## config.mk

```make
export PLATFORM = sky130hd
export DESIGN_NAME = crossfade_slot_scheduler_flat
export DESIGN_NICKNAME = d
export VERILOG_FILES = /design/src/sv/csched_pkg.sv /design/src/sv/csched_if.sv /design/src/sv/csched_div.sv /design/src/sv/csched_dp.sv /design/src/sv/csched_ctrl.sv /design/src/sv/crossfade_slot_scheduler.sv /design/src/flat_wrapper.sv
export SDC_FILE = /design/constraint.sdc
export NUM_CORES = 2
export LEC_CHECK = 0
export ABC_AREA = 1
export BUFFER_PORTS_ARGS = -buffer_cell sky130_fd_sc_hd__buf_2
export CORE_ASPECT_RATIO = 0.6
export CORE_MARGIN = 10
export CORE_UTILIZATION = 58
export DETAILED_ROUTE_END_ITERATION = 6
export PLACE_DENSITY = 0.78
export SYNTH_ARGS = -nofsm -noshare
export SYNTH_HDL_FRONTEND = slang
export SYNTH_SLANG_ARGS = --single-unit
```

## constraint.sdc

```tcl
create_clock -name clock -period 8.2 [get_ports clock]
set_clock_uncertainty 0.15 [all_clocks]
set_input_delay 1.64 -clock clock [delete_from_list [all_inputs] [get_ports clock]]
set_output_delay 1.64 -clock clock [all_outputs]
set_load 0.02 [all_outputs]
```

## src/sv/csched_pkg.sv

```systemverilog
package csched_pkg;

   // slot phase codes
   typedef enum logic [1:0] {
      PH_FADE_IN  = 2'd0,
      PH_HOLD     = 2'd1,
      PH_WAIT     = 2'd2,
      PH_FADE_OUT = 2'd3
   } phase_type;

   // request codes (code 3 is unknown and only acknowledged)
   localparam logic [1:0] RQ_TICK     = 2'd0;
   localparam logic [1:0] RQ_START    = 2'd1;
   localparam logic [1:0] RQ_FADE_ALL = 2'd2;
   localparam logic [1:0] RQ_UNUSED   = 2'd3;

   // register indexes
   localparam logic CSR_FADE_TICKS = 1'b0;
   localparam logic CSR_MIN_SHOW   = 1'b1;

   localparam logic [15:0] FADE_TICKS_RST = 16'd1024;
   localparam logic [23:0] MIN_SHOW_RST   = 24'd8192;
   localparam logic [15:0] ONE_Q15        = 16'h8000;
   localparam logic [15:0] FADE_MAX       = 16'hFFFF;
   localparam logic [23:0] HOLD_MAX       = 24'hFFFFFF;
   localparam logic [3:0]  DIV_STEPS      = 4'd15;

   // one table entry
   typedef struct packed {
      phase_type   phase;
      logic [7:0]  tag;
      logic [15:0] fade_elapsed;
      logic [23:0] hold_elapsed;
      logic [15:0] fade_peak;
   } entry_type;

   // controller to datapath
   typedef struct packed {
      logic latch_req;
      logic clr_ptr;
      logic append;
      logic rd;
      logic compact;
      logic pass_end;
      logic load_rep;
      logic load_all;
      logic div_start;
      logic mix;
      logic emit_slot;
      logic emit_ack;
      logic ack_full;
      logic wr_all;
   } dp_cmd_type;

   // datapath to controller
   typedef struct packed {
      logic [1:0] req_kind;
      logic       count_zero;
      logic       full;
      logic       last_rd;
      logic       frac_need;
      phase_type  cur_phase;
      logic       div_done;
      logic       out_free;
   } dp_stat_type;

   typedef enum logic [4:0] {
      S_IDLE,
      S_DISPATCH,
      S_ACK,
      S_ACK_FULL,
      S_T_RD,
      S_T_UPD,
      S_T_END,
      S_T_CHK,
      S_R_RD,
      S_R_UPD,
      S_R_CHK,
      S_R_DIV,
      S_R_MUL,
      S_R_OUT,
      S_F_RD,
      S_F_UPD,
      S_F_CHK,
      S_F_DIV,
      S_F_WR
   } state_type;

endpackage

```

## src/sv/csched_if.sv

```systemverilog
// request channel
interface csched_req_if;
   logic        valid;
   logic        ready;
   logic [1:0]  req_type;
   logic [15:0] dt_ticks;
   logic [7:0]  layer_tag;
   modport source (output valid, output req_type, output dt_ticks, output layer_tag,
                   input ready);
   modport sink   (input valid, input req_type, input dt_ticks, input layer_tag,
                   output ready);
endinterface

// result channel
interface csched_rsp_if;
   logic        valid;
   logic        ready;
   logic [2:0]  slot_index;
   logic        slot_valid;
   logic [7:0]  layer_tag_out;
   logic [1:0]  phase;
   logic [15:0] mix_coeff;
   logic        status;
   logic        last;
   modport source (output valid, output slot_index, output slot_valid,
                   output layer_tag_out, output phase, output mix_coeff,
                   output status, output last, input ready);
   modport sink   (input valid, input slot_index, input slot_valid,
                   input layer_tag_out, input phase, input mix_coeff,
                   input status, input last, output ready);
endinterface

// register write channel
interface csched_csr_if;
   logic        valid;
   logic        ready;
   logic        addr;
   logic [23:0] data;
   modport source (output valid, output addr, output data, input ready);
   modport sink   (input valid, input addr, input data, output ready);
endinterface

```

## src/sv/csched_div.sv

```systemverilog
// restoring divider: quot = floor(num * 2^15 / den), valid for num < den
module csched_div (
   input  logic        clock,
   input  logic        reset,
   input  logic        start,
   input  logic [15:0] num,
   input  logic [15:0] den,
   output logic [15:0] quot,
   output logic        done,
   output logic        busy
);
   import csched_pkg::*;

   logic [15:0] rem_ff, rem_in;
   logic [15:0] den_ff;
   logic [14:0] quot_ff;
   logic [3:0]  step_ff;
   logic        busy_ff, done_ff;
   logic [16:0] shifted, diff;
   logic        ge;

   // one quotient bit per cycle
   always_comb begin
      shifted = {rem_ff, 1'b0};
      diff    = shifted - {1'b0, den_ff};
      ge      = shifted >= {1'b0, den_ff};
      rem_in  = ge ? diff[15:0] : shifted[15:0];
   end

   always_ff @(posedge clock) begin
      if (reset) begin
         busy_ff <= 1'b0;
         done_ff <= 1'b0;
         step_ff <= '0;
      end else if (start) begin
         rem_ff  <= num;
         den_ff  <= den;
         quot_ff <= '0;
         step_ff <= DIV_STEPS;
         busy_ff <= 1'b1;
         done_ff <= 1'b0;
      end else if (busy_ff) begin
         rem_ff  <= rem_in;
         quot_ff <= {quot_ff[13:0], ge};
         step_ff <= step_ff - 4'd1;
         if (step_ff == 4'd1) begin
            busy_ff <= 1'b0;
            done_ff <= 1'b1;
         end
      end
   end

   assign quot = {1'b0, quot_ff};
   assign done = done_ff;
   assign busy = busy_ff;

endmodule

```

## src/sv/csched_dp.sv

```systemverilog
module csched_dp #(
   parameter int SLOTS = 8
) (
   input  logic                    clock,
   input  logic                    reset,
   input  csched_pkg::dp_cmd_type  cmd,
   output csched_pkg::dp_stat_type stat,
   input  logic [1:0]              req_type,
   input  logic [15:0]             dt_ticks,
   input  logic [7:0]              layer_tag,
   input  logic                    csr_valid,
   input  logic                    csr_addr,
   input  logic [23:0]             csr_data,
   input  logic                    rsp_ready,
   output logic                    rsp_valid,
   output logic [2:0]              slot_index,
   output logic                    slot_valid,
   output logic [7:0]              layer_tag_out,
   output logic [1:0]              phase,
   output logic [15:0]             mix_coeff,
   output logic                    status,
   output logic                    last
);
   import csched_pkg::*;

   localparam int CNT_W = $clog2(SLOTS + 1);
   localparam int IDX_W = (SLOTS > 1) ? $clog2(SLOTS) : 1;
   localparam logic [CNT_W-1:0] SLOTS_C = CNT_W'(SLOTS);

   logic [15:0]      fade_ticks_ff;
   logic [23:0]      min_show_ff;
   logic [1:0]       req_kind_ff;
   logic [15:0]      dt_ff;
   logic [7:0]       tag_ff;
   logic [CNT_W-1:0] count_ff, rptr_ff, wptr_ff, rnext;
   logic             any_in_ff, seen_wait_ff;
   entry_type        mem [SLOTS];
   entry_type        rd_data_ff, cur_ff;
   logic [15:0]      mix_ff;

   logic             rsp_valid_ff, slot_valid_ff, status_ff, last_ff;
   logic [2:0]       slot_index_ff;
   logic [7:0]       tag_out_ff;
   logic [1:0]       phase_ff;
   logic [15:0]      mix_out_ff;

   logic [16:0]      two_fade;
   logic [23:0]      two_ext, hold_len;
   logic [16:0]      fe_sum;
   logic [24:0]      he_sum;
   logic [15:0]      fe_sat;
   logic [23:0]      he_sat;
   entry_type        upd, rep, fo, wr_data;
   logic             gone, trig, is_wait;
   logic             wr_en;
   logic [IDX_W-1:0] wr_addr;
   logic [15:0]      div_q, frac, inv;
   logic             div_done, div_busy, frac_need;
   logic [31:0]      prod;
   logic [15:0]      mix_in;
   logic             out_free;

   csched_div u_div (
      .clock (clock),
      .reset (reset),
      .start (cmd.div_start),
      .num   (cur_ff.fade_elapsed),
      .den   (fade_ticks_ff),
      .quot  (div_q),
      .done  (div_done),
      .busy  (div_busy)
   );

   // hold length, floored at zero
   always_comb begin
      two_fade = {fade_ticks_ff, 1'b0};
      two_ext  = 24'(two_fade);
      hold_len = (min_show_ff > two_ext) ? (min_show_ff - two_ext) : '0;
   end

   // timer advance of the entry just read
   always_comb begin
      fe_sum = {1'b0, rd_data_ff.fade_elapsed} + {1'b0, dt_ff};
      he_sum = {1'b0, rd_data_ff.hold_elapsed} + {9'd0, dt_ff};
      fe_sat = fe_sum[16] ? FADE_MAX : fe_sum[15:0];
      he_sat = he_sum[24] ? HOLD_MAX : he_sum[23:0];
      upd    = rd_data_ff;
      gone   = 1'b0;
      unique case (rd_data_ff.phase)
         PH_FADE_IN: begin
            upd.fade_elapsed = fe_sat;
            if (fe_sat >= fade_ticks_ff) begin
               upd.phase        = PH_HOLD;
               upd.hold_elapsed = '0;
            end
         end
         PH_HOLD: begin
            upd.hold_elapsed = he_sat;
            if (he_sat >= hold_len) upd.phase = PH_WAIT;
         end
         PH_WAIT: begin
         end
         PH_FADE_OUT: begin
            upd.fade_elapsed = fe_sat;
            gone             = fe_sat >= fade_ticks_ff;
         end
      endcase
   end

   // report pass trigger: the oldest waiting slot is spared when nothing is in
   always_comb begin
      is_wait = rd_data_ff.phase == PH_WAIT;
      trig    = is_wait && (any_in_ff || seen_wait_ff);
      rep     = rd_data_ff;
      if (trig) begin
         rep.phase        = PH_FADE_OUT;
         rep.fade_elapsed = '0;
      end
   end

   // fraction and fade-out-all entry
   always_comb begin
      frac_need = cur_ff.fade_elapsed < fade_ticks_ff;
      frac      = frac_need ? div_q : ONE_Q15;
      fo        = cur_ff;
      fo.phase        = PH_FADE_OUT;
      fo.fade_elapsed = '0;
      if (cur_ff.phase == PH_FADE_IN) fo.fade_peak = frac;
   end

   // mix coefficient
   always_comb begin
      inv  = ONE_Q15 - frac;
      prod = {16'd0, inv} * {16'd0, cur_ff.fade_peak};
      unique case (cur_ff.phase)
         PH_FADE_IN:       mix_in = frac;
         PH_HOLD, PH_WAIT: mix_in = cur_ff.fade_peak;
         PH_FADE_OUT:      mix_in = prod[30:15];
      endcase
   end

   // single write port select
   always_comb begin
      wr_en   = 1'b0;
      wr_addr = rptr_ff[IDX_W-1:0];
      wr_data = fo;
      priority if (cmd.append) begin
         wr_en   = 1'b1;
         wr_addr = count_ff[IDX_W-1:0];
         wr_data = '{phase: PH_FADE_IN, tag: tag_ff, fade_elapsed: '0,
                     hold_elapsed: '0, fade_peak: ONE_Q15};
      end else if (cmd.compact) begin
         wr_en   = !gone;
         wr_addr = wptr_ff[IDX_W-1:0];
         wr_data = upd;
      end else if (cmd.load_rep) begin
         wr_en   = 1'b1;
         wr_data = rep;
      end else if (cmd.wr_all) begin
         wr_en   = 1'b1;
      end
   end

   // slot table
   always_ff @(posedge clock) begin
      if (wr_en) mem[wr_addr] <= wr_data;
      if (cmd.rd) rd_data_ff <= mem[rptr_ff[IDX_W-1:0]];
   end

   // configuration registers
   always_ff @(posedge clock) begin
      if (reset) begin
         fade_ticks_ff <= FADE_TICKS_RST;
         min_show_ff   <= MIN_SHOW_RST;
      end else if (csr_valid) begin
         if (csr_addr == CSR_FADE_TICKS) fade_ticks_ff <= csr_data[15:0];
         else                            min_show_ff   <= csr_data;
      end
   end

   // request latch, pointers and working registers
   assign rnext = rptr_ff + CNT_W'(1);

   always_ff @(posedge clock) begin
      if (reset) begin
         count_ff     <= '0;
         rptr_ff      <= '0;
         wptr_ff      <= '0;
         any_in_ff    <= 1'b0;
         seen_wait_ff <= 1'b0;
      end else begin
         if (cmd.clr_ptr) begin
            rptr_ff      <= '0;
            wptr_ff      <= '0;
            any_in_ff    <= 1'b0;
            seen_wait_ff <= 1'b0;
         end
         if (cmd.append) count_ff <= count_ff + CNT_W'(1);
         if (cmd.compact) begin
            rptr_ff <= rnext;
            if (!gone) begin
               wptr_ff <= wptr_ff + CNT_W'(1);
               if (upd.phase == PH_FADE_IN || upd.phase == PH_HOLD) any_in_ff <= 1'b1;
            end
         end
         if (cmd.pass_end) begin
            count_ff     <= wptr_ff;
            rptr_ff      <= '0;
            seen_wait_ff <= 1'b0;
         end
         if (cmd.load_rep && is_wait) seen_wait_ff <= 1'b1;
         if (cmd.emit_slot || cmd.wr_all) rptr_ff <= rnext;
      end
   end

   always_ff @(posedge clock) begin
      if (cmd.latch_req) begin
         req_kind_ff <= req_type;
         dt_ff       <= dt_ticks;
         tag_ff      <= layer_tag;
      end
      if (cmd.load_rep) cur_ff <= rep;
      if (cmd.load_all) cur_ff <= rd_data_ff;
      if (cmd.mix) mix_ff <= mix_in;
   end

   // output register
   assign out_free = !rsp_valid_ff || rsp_ready;

   always_ff @(posedge clock) begin
      if (reset) begin
         rsp_valid_ff <= 1'b0;
      end else if (cmd.emit_slot || cmd.emit_ack) begin
         rsp_valid_ff <= 1'b1;
      end else if (rsp_ready) begin
         rsp_valid_ff <= 1'b0;
      end
      if (cmd.emit_slot) begin
         slot_index_ff <= 3'(rptr_ff);
         slot_valid_ff <= 1'b1;
         tag_out_ff    <= cur_ff.tag;
         phase_ff      <= cur_ff.phase;
         mix_out_ff    <= mix_ff;
         status_ff     <= 1'b0;
         last_ff       <= rnext == count_ff;
      end else if (cmd.emit_ack) begin
         slot_index_ff <= '0;
         slot_valid_ff <= 1'b0;
         tag_out_ff    <= '0;
         phase_ff      <= '0;
         mix_out_ff    <= '0;
         status_ff     <= cmd.ack_full;
         last_ff       <= 1'b1;
      end
   end

   assign rsp_valid     = rsp_valid_ff;
   assign slot_index    = slot_index_ff;
   assign slot_valid    = slot_valid_ff;
   assign layer_tag_out = tag_out_ff;
   assign phase         = phase_ff;
   assign mix_coeff     = mix_out_ff;
   assign status        = status_ff;
   assign last          = last_ff;

   // status to controller
   always_comb begin
      stat.req_kind   = req_kind_ff;
      stat.count_zero = count_ff == '0;
      stat.full       = count_ff >= SLOTS_C;
      stat.last_rd    = rnext == count_ff;
      stat.frac_need  = frac_need;
      stat.cur_phase  = cur_ff.phase;
      stat.div_done   = div_done;
      stat.out_free   = out_free;
   end

   a_count_bound: assert property (@(posedge clock) disable iff (reset)
      count_ff <= SLOTS_C)
      else $error("slot count beyond table size");
   a_append_room: assert property (@(posedge clock) disable iff (reset)
      cmd.append |-> count_ff < SLOTS_C)
      else $error("append into a full table");
   a_div_idle: assert property (@(posedge clock) disable iff (reset)
      cmd.div_start |-> !div_busy)
      else $error("divider restarted while busy");
   a_emit_free: assert property (@(posedge clock) disable iff (reset)
      (cmd.emit_slot || cmd.emit_ack) |-> out_free)
      else $error("result overwrites a pending transaction");
   a_compact_order: assert property (@(posedge clock) disable iff (reset)
      cmd.compact |-> wptr_ff <= rptr_ff)
      else $error("compaction write ahead of read");

endmodule

```

## src/sv/csched_ctrl.sv

```systemverilog
module csched_ctrl (
   input  logic                    clock,
   input  logic                    reset,
   input  logic                    req_valid,
   output logic                    req_ready,
   input  csched_pkg::dp_stat_type stat,
   output csched_pkg::dp_cmd_type  cmd
);
   import csched_pkg::*;

   state_type state_ff, state_in;

   always_ff @(posedge clock) begin
      if (reset) state_ff <= S_IDLE;
      else       state_ff <= state_in;
   end

   // next state and commands
   always_comb begin
      state_in  = state_ff;
      cmd       = '0;
      req_ready = 1'b0;
      unique case (state_ff)
         S_IDLE: begin
            req_ready = 1'b1;
            if (req_valid) begin
               cmd.latch_req = 1'b1;
               state_in      = S_DISPATCH;
            end
         end
         S_DISPATCH: begin
            cmd.clr_ptr = 1'b1;
            priority case (stat.req_kind)
               RQ_TICK:     state_in = stat.count_zero ? S_ACK : S_T_RD;
               RQ_START: begin
                  if (stat.full) begin
                     state_in = S_ACK_FULL;
                  end else begin
                     cmd.append = 1'b1;
                     state_in   = S_ACK;
                  end
               end
               RQ_FADE_ALL: state_in = stat.count_zero ? S_ACK : S_F_RD;
               default:     state_in = S_ACK;
            endcase
         end
         S_ACK: begin
            if (stat.out_free) begin
               cmd.emit_ack = 1'b1;
               state_in     = S_IDLE;
            end
         end
         S_ACK_FULL: begin
            if (stat.out_free) begin
               cmd.emit_ack = 1'b1;
               cmd.ack_full = 1'b1;
               state_in     = S_IDLE;
            end
         end
         // advance and compact
         S_T_RD: begin
            cmd.rd   = 1'b1;
            state_in = S_T_UPD;
         end
         S_T_UPD: begin
            cmd.compact = 1'b1;
            state_in    = stat.last_rd ? S_T_END : S_T_RD;
         end
         S_T_END: begin
            cmd.pass_end = 1'b1;
            state_in     = S_T_CHK;
         end
         S_T_CHK: state_in = stat.count_zero ? S_ACK : S_R_RD;
         // trigger waiting slots and report
         S_R_RD: begin
            cmd.rd   = 1'b1;
            state_in = S_R_UPD;
         end
         S_R_UPD: begin
            cmd.load_rep = 1'b1;
            state_in     = S_R_CHK;
         end
         S_R_CHK: begin
            if (stat.frac_need &&
                (stat.cur_phase == PH_FADE_IN || stat.cur_phase == PH_FADE_OUT)) begin
               cmd.div_start = 1'b1;
               state_in      = S_R_DIV;
            end else begin
               state_in = S_R_MUL;
            end
         end
         S_R_DIV: if (stat.div_done) state_in = S_R_MUL;
         S_R_MUL: begin
            cmd.mix  = 1'b1;
            state_in = S_R_OUT;
         end
         S_R_OUT: begin
            if (stat.out_free) begin
               cmd.emit_slot = 1'b1;
               state_in      = stat.last_rd ? S_IDLE : S_R_RD;
            end
         end
         // fade out every slot
         S_F_RD: begin
            cmd.rd   = 1'b1;
            state_in = S_F_UPD;
         end
         S_F_UPD: begin
            cmd.load_all = 1'b1;
            state_in     = S_F_CHK;
         end
         S_F_CHK: begin
            if (stat.frac_need && stat.cur_phase == PH_FADE_IN) begin
               cmd.div_start = 1'b1;
               state_in      = S_F_DIV;
            end else begin
               state_in = S_F_WR;
            end
         end
         S_F_DIV: if (stat.div_done) state_in = S_F_WR;
         S_F_WR: begin
            cmd.wr_all = 1'b1;
            state_in   = stat.last_rd ? S_ACK : S_F_RD;
         end
         default: state_in = S_IDLE;
      endcase
   end

endmodule

```

## src/sv/crossfade_slot_scheduler.sv

```systemverilog
// channel   role     handshake          payload
// req_chan  sink     valid/ready        req_type, dt_ticks, layer_tag
// rsp_chan  source   valid/ready        slot_index, slot_valid, layer_tag_out,
//                                       phase, mix_coeff, status, last
// csr_chan  sink     valid (ready=1)    addr (0 fade_ticks, 1 min_show_ticks), data
//
// One transaction at a time. Start and unknown requests, and a tick or
// fade-out-all on an empty table, are acknowledged without a table walk. A
// fade-out-all walks every slot once. A tick walks the table once for
// compaction and then once more to report each remaining slot. A slot whose
// fade fraction is needed goes through the shared 15-step divider.
// Synchronous reset empties the table and restores the registers. A stalled
// result holds the controller at its emit step; the next request is taken
// once the controller is back at idle.
module crossfade_slot_scheduler #(
   parameter int SLOTS = 8
) (
   input logic         clock,
   input logic         reset,
   csched_req_if.sink   req_chan,
   csched_rsp_if.source rsp_chan,
   csched_csr_if.sink   csr_chan
);
   import csched_pkg::*;

   dp_cmd_type  cmd;
   dp_stat_type stat;
   logic        req_ready;

   assign req_chan.ready = req_ready;
   assign csr_chan.ready = 1'b1;

   csched_ctrl u_ctrl (
      .clock     (clock),
      .reset     (reset),
      .req_valid (req_chan.valid),
      .req_ready (req_ready),
      .stat      (stat),
      .cmd       (cmd)
   );

   csched_dp #(.SLOTS(SLOTS)) u_dp (
      .clock         (clock),
      .reset         (reset),
      .cmd           (cmd),
      .stat          (stat),
      .req_type      (req_chan.req_type),
      .dt_ticks      (req_chan.dt_ticks),
      .layer_tag     (req_chan.layer_tag),
      .csr_valid     (csr_chan.valid),
      .csr_addr      (csr_chan.addr),
      .csr_data      (csr_chan.data),
      .rsp_ready     (rsp_chan.ready),
      .rsp_valid     (rsp_chan.valid),
      .slot_index    (rsp_chan.slot_index),
      .slot_valid    (rsp_chan.slot_valid),
      .layer_tag_out (rsp_chan.layer_tag_out),
      .phase         (rsp_chan.phase),
      .mix_coeff     (rsp_chan.mix_coeff),
      .status        (rsp_chan.status),
      .last          (rsp_chan.last)
   );

endmodule
```

## src/flat_wrapper.sv

```systemverilog
// flat-port wrapper written by rule: the top's interface ports become plain ports
module crossfade_slot_scheduler_flat import csched_pkg::*;
#(
   parameter int SLOTS = 8
)
  (clock, reset, req_chan_valid, req_chan_req_type, req_chan_dt_ticks, req_chan_layer_tag, req_chan_ready, rsp_chan_valid, rsp_chan_slot_index, rsp_chan_slot_valid, rsp_chan_layer_tag_out, rsp_chan_phase, rsp_chan_mix_coeff, rsp_chan_status, rsp_chan_last, rsp_chan_ready, csr_chan_valid, csr_chan_addr, csr_chan_data, csr_chan_ready);
  csched_req_if req_chan_i ();
  csched_rsp_if rsp_chan_i ();
  csched_csr_if csr_chan_i ();
  input logic clock;
  input logic reset;
  input wire logic [$bits(req_chan_i.valid)-1:0] req_chan_valid;
  input wire logic [$bits(req_chan_i.req_type)-1:0] req_chan_req_type;
  input wire logic [$bits(req_chan_i.dt_ticks)-1:0] req_chan_dt_ticks;
  input wire logic [$bits(req_chan_i.layer_tag)-1:0] req_chan_layer_tag;
  output wire logic [$bits(req_chan_i.ready)-1:0] req_chan_ready;
  output wire logic [$bits(rsp_chan_i.valid)-1:0] rsp_chan_valid;
  output wire logic [$bits(rsp_chan_i.slot_index)-1:0] rsp_chan_slot_index;
  output wire logic [$bits(rsp_chan_i.slot_valid)-1:0] rsp_chan_slot_valid;
  output wire logic [$bits(rsp_chan_i.layer_tag_out)-1:0] rsp_chan_layer_tag_out;
  output wire logic [$bits(rsp_chan_i.phase)-1:0] rsp_chan_phase;
  output wire logic [$bits(rsp_chan_i.mix_coeff)-1:0] rsp_chan_mix_coeff;
  output wire logic [$bits(rsp_chan_i.status)-1:0] rsp_chan_status;
  output wire logic [$bits(rsp_chan_i.last)-1:0] rsp_chan_last;
  input wire logic [$bits(rsp_chan_i.ready)-1:0] rsp_chan_ready;
  input wire logic [$bits(csr_chan_i.valid)-1:0] csr_chan_valid;
  input wire logic [$bits(csr_chan_i.addr)-1:0] csr_chan_addr;
  input wire logic [$bits(csr_chan_i.data)-1:0] csr_chan_data;
  output wire logic [$bits(csr_chan_i.ready)-1:0] csr_chan_ready;
  assign req_chan_i.valid = req_chan_valid;
  assign req_chan_i.req_type = req_chan_req_type;
  assign req_chan_i.dt_ticks = req_chan_dt_ticks;
  assign req_chan_i.layer_tag = req_chan_layer_tag;
  assign req_chan_ready = req_chan_i.ready;
  assign rsp_chan_valid = rsp_chan_i.valid;
  assign rsp_chan_slot_index = rsp_chan_i.slot_index;
  assign rsp_chan_slot_valid = rsp_chan_i.slot_valid;
  assign rsp_chan_layer_tag_out = rsp_chan_i.layer_tag_out;
  assign rsp_chan_phase = rsp_chan_i.phase;
  assign rsp_chan_mix_coeff = rsp_chan_i.mix_coeff;
  assign rsp_chan_status = rsp_chan_i.status;
  assign rsp_chan_last = rsp_chan_i.last;
  assign rsp_chan_i.ready = rsp_chan_ready;
  assign csr_chan_i.valid = csr_chan_valid;
  assign csr_chan_i.addr = csr_chan_addr;
  assign csr_chan_i.data = csr_chan_data;
  assign csr_chan_ready = csr_chan_i.ready;
  crossfade_slot_scheduler #(.SLOTS(SLOTS)) u_core (.clock(clock), .reset(reset), .req_chan(req_chan_i), .rsp_chan(rsp_chan_i), .csr_chan(csr_chan_i));
endmodule
```

==> flow_results.org <==
** Run status
- The run finished with clean final reports.

** Clock tree
- The longest clock path from root to sink contains 3 buffers.
- Later-pin clock latency in the skew report :: 0.70 ns
- Clock sink total :: 847
- CTS tree :: done
- Clock transition at path regs :: approximately 0.070 ns
- Number of levels the H-tree was split into :: 3
- The root buffer cell chosen for the clock tree is clkbuf_16.
- TritonCTS Buffers :: 77
- Quantity of hold-fixing buffers added after cts :: 0

** Synth
- After synthesis, the cell types taking the most area are edfxtp_1 (49%), fa_1 (8.3%), nor2_1 (6.5%).
- The Yosys step of the flow raised 0 warnings.
- Avg Inst Size Synth :: 9.90 sq um
- Number of distinct standard cells referenced by the synthesized netlist :: 57
- The synthesized design contains 779 enable-type register cells.
- Leading area contributor after synthesis :: edfxtp_1
- After technology mapping, the gate count stands at roughly 4800.
- The number of nets handed over by synthesis was 5265.
- Share of synthesized flip-flops with an asynchronous set or reset :: 0%
- Counting instances in the post-synthesis netlist gives the leading cell types as nor2_1 (824), edfxtp_1 (779), nand2_1 (612).
- By instance count, the leading cell after synthesis is nor2_1.
- Summing every instance area after synthesis gives 47300 sq um.
- Yosys reg bits :: 847
- The share of the Yosys chip area taken by registers is 52.3%.
- In the synthesized netlist the dominant register cell turns out to be edfxtp_1.
- Share of the synthesized area in the top cell type :: 49.5%

** Floorplan
- The floorplan step defined a core boundary enclosing 81200 sq um.
- Total number of placement rows :: approximately 80
- Horizontal die dimension :: roughly 390 um
- The initial utilization of the core area, before any placement, comes to about three fifths.
- Number of I/O pins :: 91
- Die Ht :: 241 um
- Floorplan die area :: 93700 sq um

** STA
- For this run, the top clock speed supported by timing is 124 MHz.
- Slew @ Worst Pin :: 1.18 ns
- Measured against its own limit, the worst slew margin works out to 21.3%.
- In the finished design, the share of the clock period the worst path needs comes to 98.5%.
- The count of final max-slew check failures was 0.
- Shortest clock period the worst path allows after layout :: 8.08 ns
- Min Hold Slack :: 0.280 ns
- Endpoints failing hold :: 0
- Setup violations remaining at the end of the flow were counted as 0.
- Setup repair after global routing missed its margin :: true

** Placed design
- The wire-length estimate of the detail-placed layout is 93900 um.
- Input and output buffers added on the ports amount to 89.
- Routability congestion estimate :: 1.01
- The placed instances occupy a cell area of between 40000 and 50000 sq um.

** Setup path
- Worst-case reg-to-reg path depth :: 38
- CP delay by family, top :: adder cells
- STA puts the critical path data required time at 8.58 ns.
- Worst setup path startpoint :: u_core.u_dp.cur_ff[45]
- Source of the worst register-to-register timing path :: u_core.u_dp.cur_ff[45]
- On the worst path, the slowest cell contributes a delay of about 0.58 ns.
- The largest individual stage delay along the critical path comes from the cell fa_1.
- In this run the number of cells on the critical path is 38.
- Peak fanout along the critical path :: 4
- Number of buffers and inverters on the critical path :: 8
- Nature of the critical path endpoint :: flip-flop
- The critical path is of the reg2reg type.
- Capture point of the worst reg-to-reg path :: u_core.u_dp.mix_ff[5]
- The worst register-to-register path has a setup slack of 0.12 ns.
- The worst setup path is launched from a flip-flop.
- Critical path arrival :: 8.46 ns

** Finish
- The post-route netlist has between 10% and 20% of its cells at a drive strength greater than 1.
- 0 antenna diodes ended up in the layout.
- After routing the design area is 53100 sq um.
- Compared with the post-synthesis result, the final layout area differs by 12.3%.
- Final-stage net count :: 5415

** Min path
- The tightest min-delay check is of the reg2reg type.
- For hold timing, the worst endpoint is u_core.u_dp.u_div.den_ff[1].
- Hold depth :: 0
- The startpoint identified for the worst hold timing path is u_core.u_dp.fade_ticks_ff[1].

** Routing
- Mean number of vias per cell :: 5.96
- Via Count :: 36158
- Detail-routed net length per standard cell :: 22.4 um
- The routed design has 136000 um of wire.
- Detailed-router iteration count before antenna repair :: 6
- DR iter-0 viols :: 4686
- DR DRC count :: 0
- The detail route stage leaves a number of antenna-violating nets equal to 0.

** Global routing
- Total congestion overflow after global routing :: 0
- In the global route stage, overall resource usage came out at 28.4%.
- Largest net degree at the start of global routing :: between 150 and 200
- The first global-routing pass estimated 206000 um of wire.
- Via count of the first global-routing pass :: 33950
- The initial antenna violation count came to 2.

** Power
- For this design the static power due to leakage is approximately 0.021 uW.
- Net Switching :: 5870 uW
- Combinational fraction of design power :: 45.9%
- Flop pwr share :: 31.0%
- Proportion of total power due to net switching :: 37.7%
- Cell Pwr Density :: approximately 290 nW/um^2
- VDD sags by at most 0.493 mV.
- Cell Int Power :: slightly below 10000 uW
- The clock network is responsible for between 20% and 30% of the overall power.
- Final Total Pwr :: 15600 uW

** Run
- Max-cap violations in this run came to 0.
state kept, by name (all words and copies together), names as in the netlist, 3 cells and up:
name                       flops
u_core.u_ctrl.state_ff         5
u_core.u_dp.u_div.den_ff      16
u_core.u_dp.count_ff           4
u_core.u_dp.layer_tag_out      8
u_core.u_dp.u_div.quot_ff     15
u_core.u_dp.cur_ff            64
u_core.u_dp.u_div.step_ff      4
u_core.u_dp.slot_index         3
u_core.u_dp.tag_ff             8
u_core.u_dp.fade_ticks_ff     16
u_core.u_dp.rd_data_ff        66
u_core.u_dp.mix_ff            16
u_core.u_dp.u_div.rem_ff      16
u_core.u_dp.rptr_ff            4
u_core.u_dp.mem              528
u_core.u_dp.dt_ff             16
u_core.u_dp.wptr_ff            4
u_core.u_dp.min_show_ff       24
u_core.u_dp.mix_coeff         16
how the worst max path moves through the flow:
stage | end | slack [ns]
after floorplan | u_core.u_dp.mem[0][0] | -0.37
after CTS | u_core.u_dp.mix_ff[15] | -0.005
after global routing | u_core.u_dp.mix_ff[14] | -0.30
after global placement | u_core.u_dp.mix_ff[15] | 0.1
final | u_core.u_dp.mix_ff[5] | 0.12
after detailed placement | u_core.u_dp.mix_ff[15] | -0.12
per-stage QoR:
| stage | setup WS [ns] | std cells | TNS [ns] | util, % |
|---|---|---|---|---|
| after CTS | -0.00458 | 6045 | -0.00458 | 64.4 |
| after global placement | 0.0955 | 5905 | 0 | 61.3 |
| after detailed placement | -0.124 | 5905 | -0.169 | 61.3 |
| after floorplan | -0.372 | 4779 | -73.64 | - |
| after global routing | -0.300 | 6069 | -3.02 | 65.4 |
| final | 0.119 | 6069 | 0 | 65.4 |
routing by layer:
layer	global-route usage (%)	vias to the layer above	wire length, um
met5	0	-	13
met4	5.58	2	2190
met3	8.71	178	19300
met2	38.7	2142	54100
met1	44.3	17299	60000
li1	-	16537	-
cells by family after synthesis:
logic type / synth area share, %
AOI/OAI and AO/OA: 11.3
xor gates and xnor gates: 0.966
adders and majority gates: 14.5
buffers and inverters: 6.20
DFF: 52.3
other: 0.00793
and+or+nand+nor: 14.7
area by class of cell:
| type | count | area, sq um |
|---|---|---|
| Fill cell | 6256 | 28100 |
| Sequential cell | 847 | 24800 |
| Multi-Input combinational cell | 3156 | 20300 |
| Inverter | 571 | 2160 |
| Clock buffer | 98 | 2090 |
| Timing Repair Buffer | 276 | 2010 |
| Tap cell | 1079 | 1350 |
| Clock inverter | 42 | 423 |
layout by cell type, fill, tap and decap left out, drive strengths merged, types with 9 or more instances in the layout:
cell type  count
buf          276
a31oi         95
nor3          32
nand3        164
ha           234
fa           196
or2           32
clkbuf        98
o211ai        11
nand2        615
nor2         837
dfxtp         68
a21oi        247
a32o          13
edfxtp       779
a21o          16
o22ai         68
o21ai        434
inv          568
nand4         20
clkinv        39
a21boi        14
xor2          30
a22oi         11
xnor2         20
a211oi         9
power groups by stage:
stage / registers, uW / logic [uW] / clock network [uW]
floorplan: 4930 / 3310 / 0
global placement: 4920 / 5420 / 0
detailed placement: 4920 / 5440 / 0
CTS: 4820 / 5510 / 3640
global route: 4830 / 7770 / 3810
finish: 4830 / 7160 / 3600
worst register-to-register path, delay by kind of cell (launching register included):
family / cells / cell delay [ns]
XOR/XNOR: 1 / 0.21
AND/OR/NAND/NOR: 13 / 1.52
AO/OA/AOI/OAI: 7 / 1.18
buffers and inverters: 8 / 0.66
adder cells (fa/ha/maj): 9 / 3.81
flip-flops: 1 / 0.41
timing repair:
action,in CTS,in global routing
setup buffers,0,24
endpoints found under the setup margin,5,16
pin swaps,0,90
resized for setup,3,163
Power figures use the tool's default switching activity.
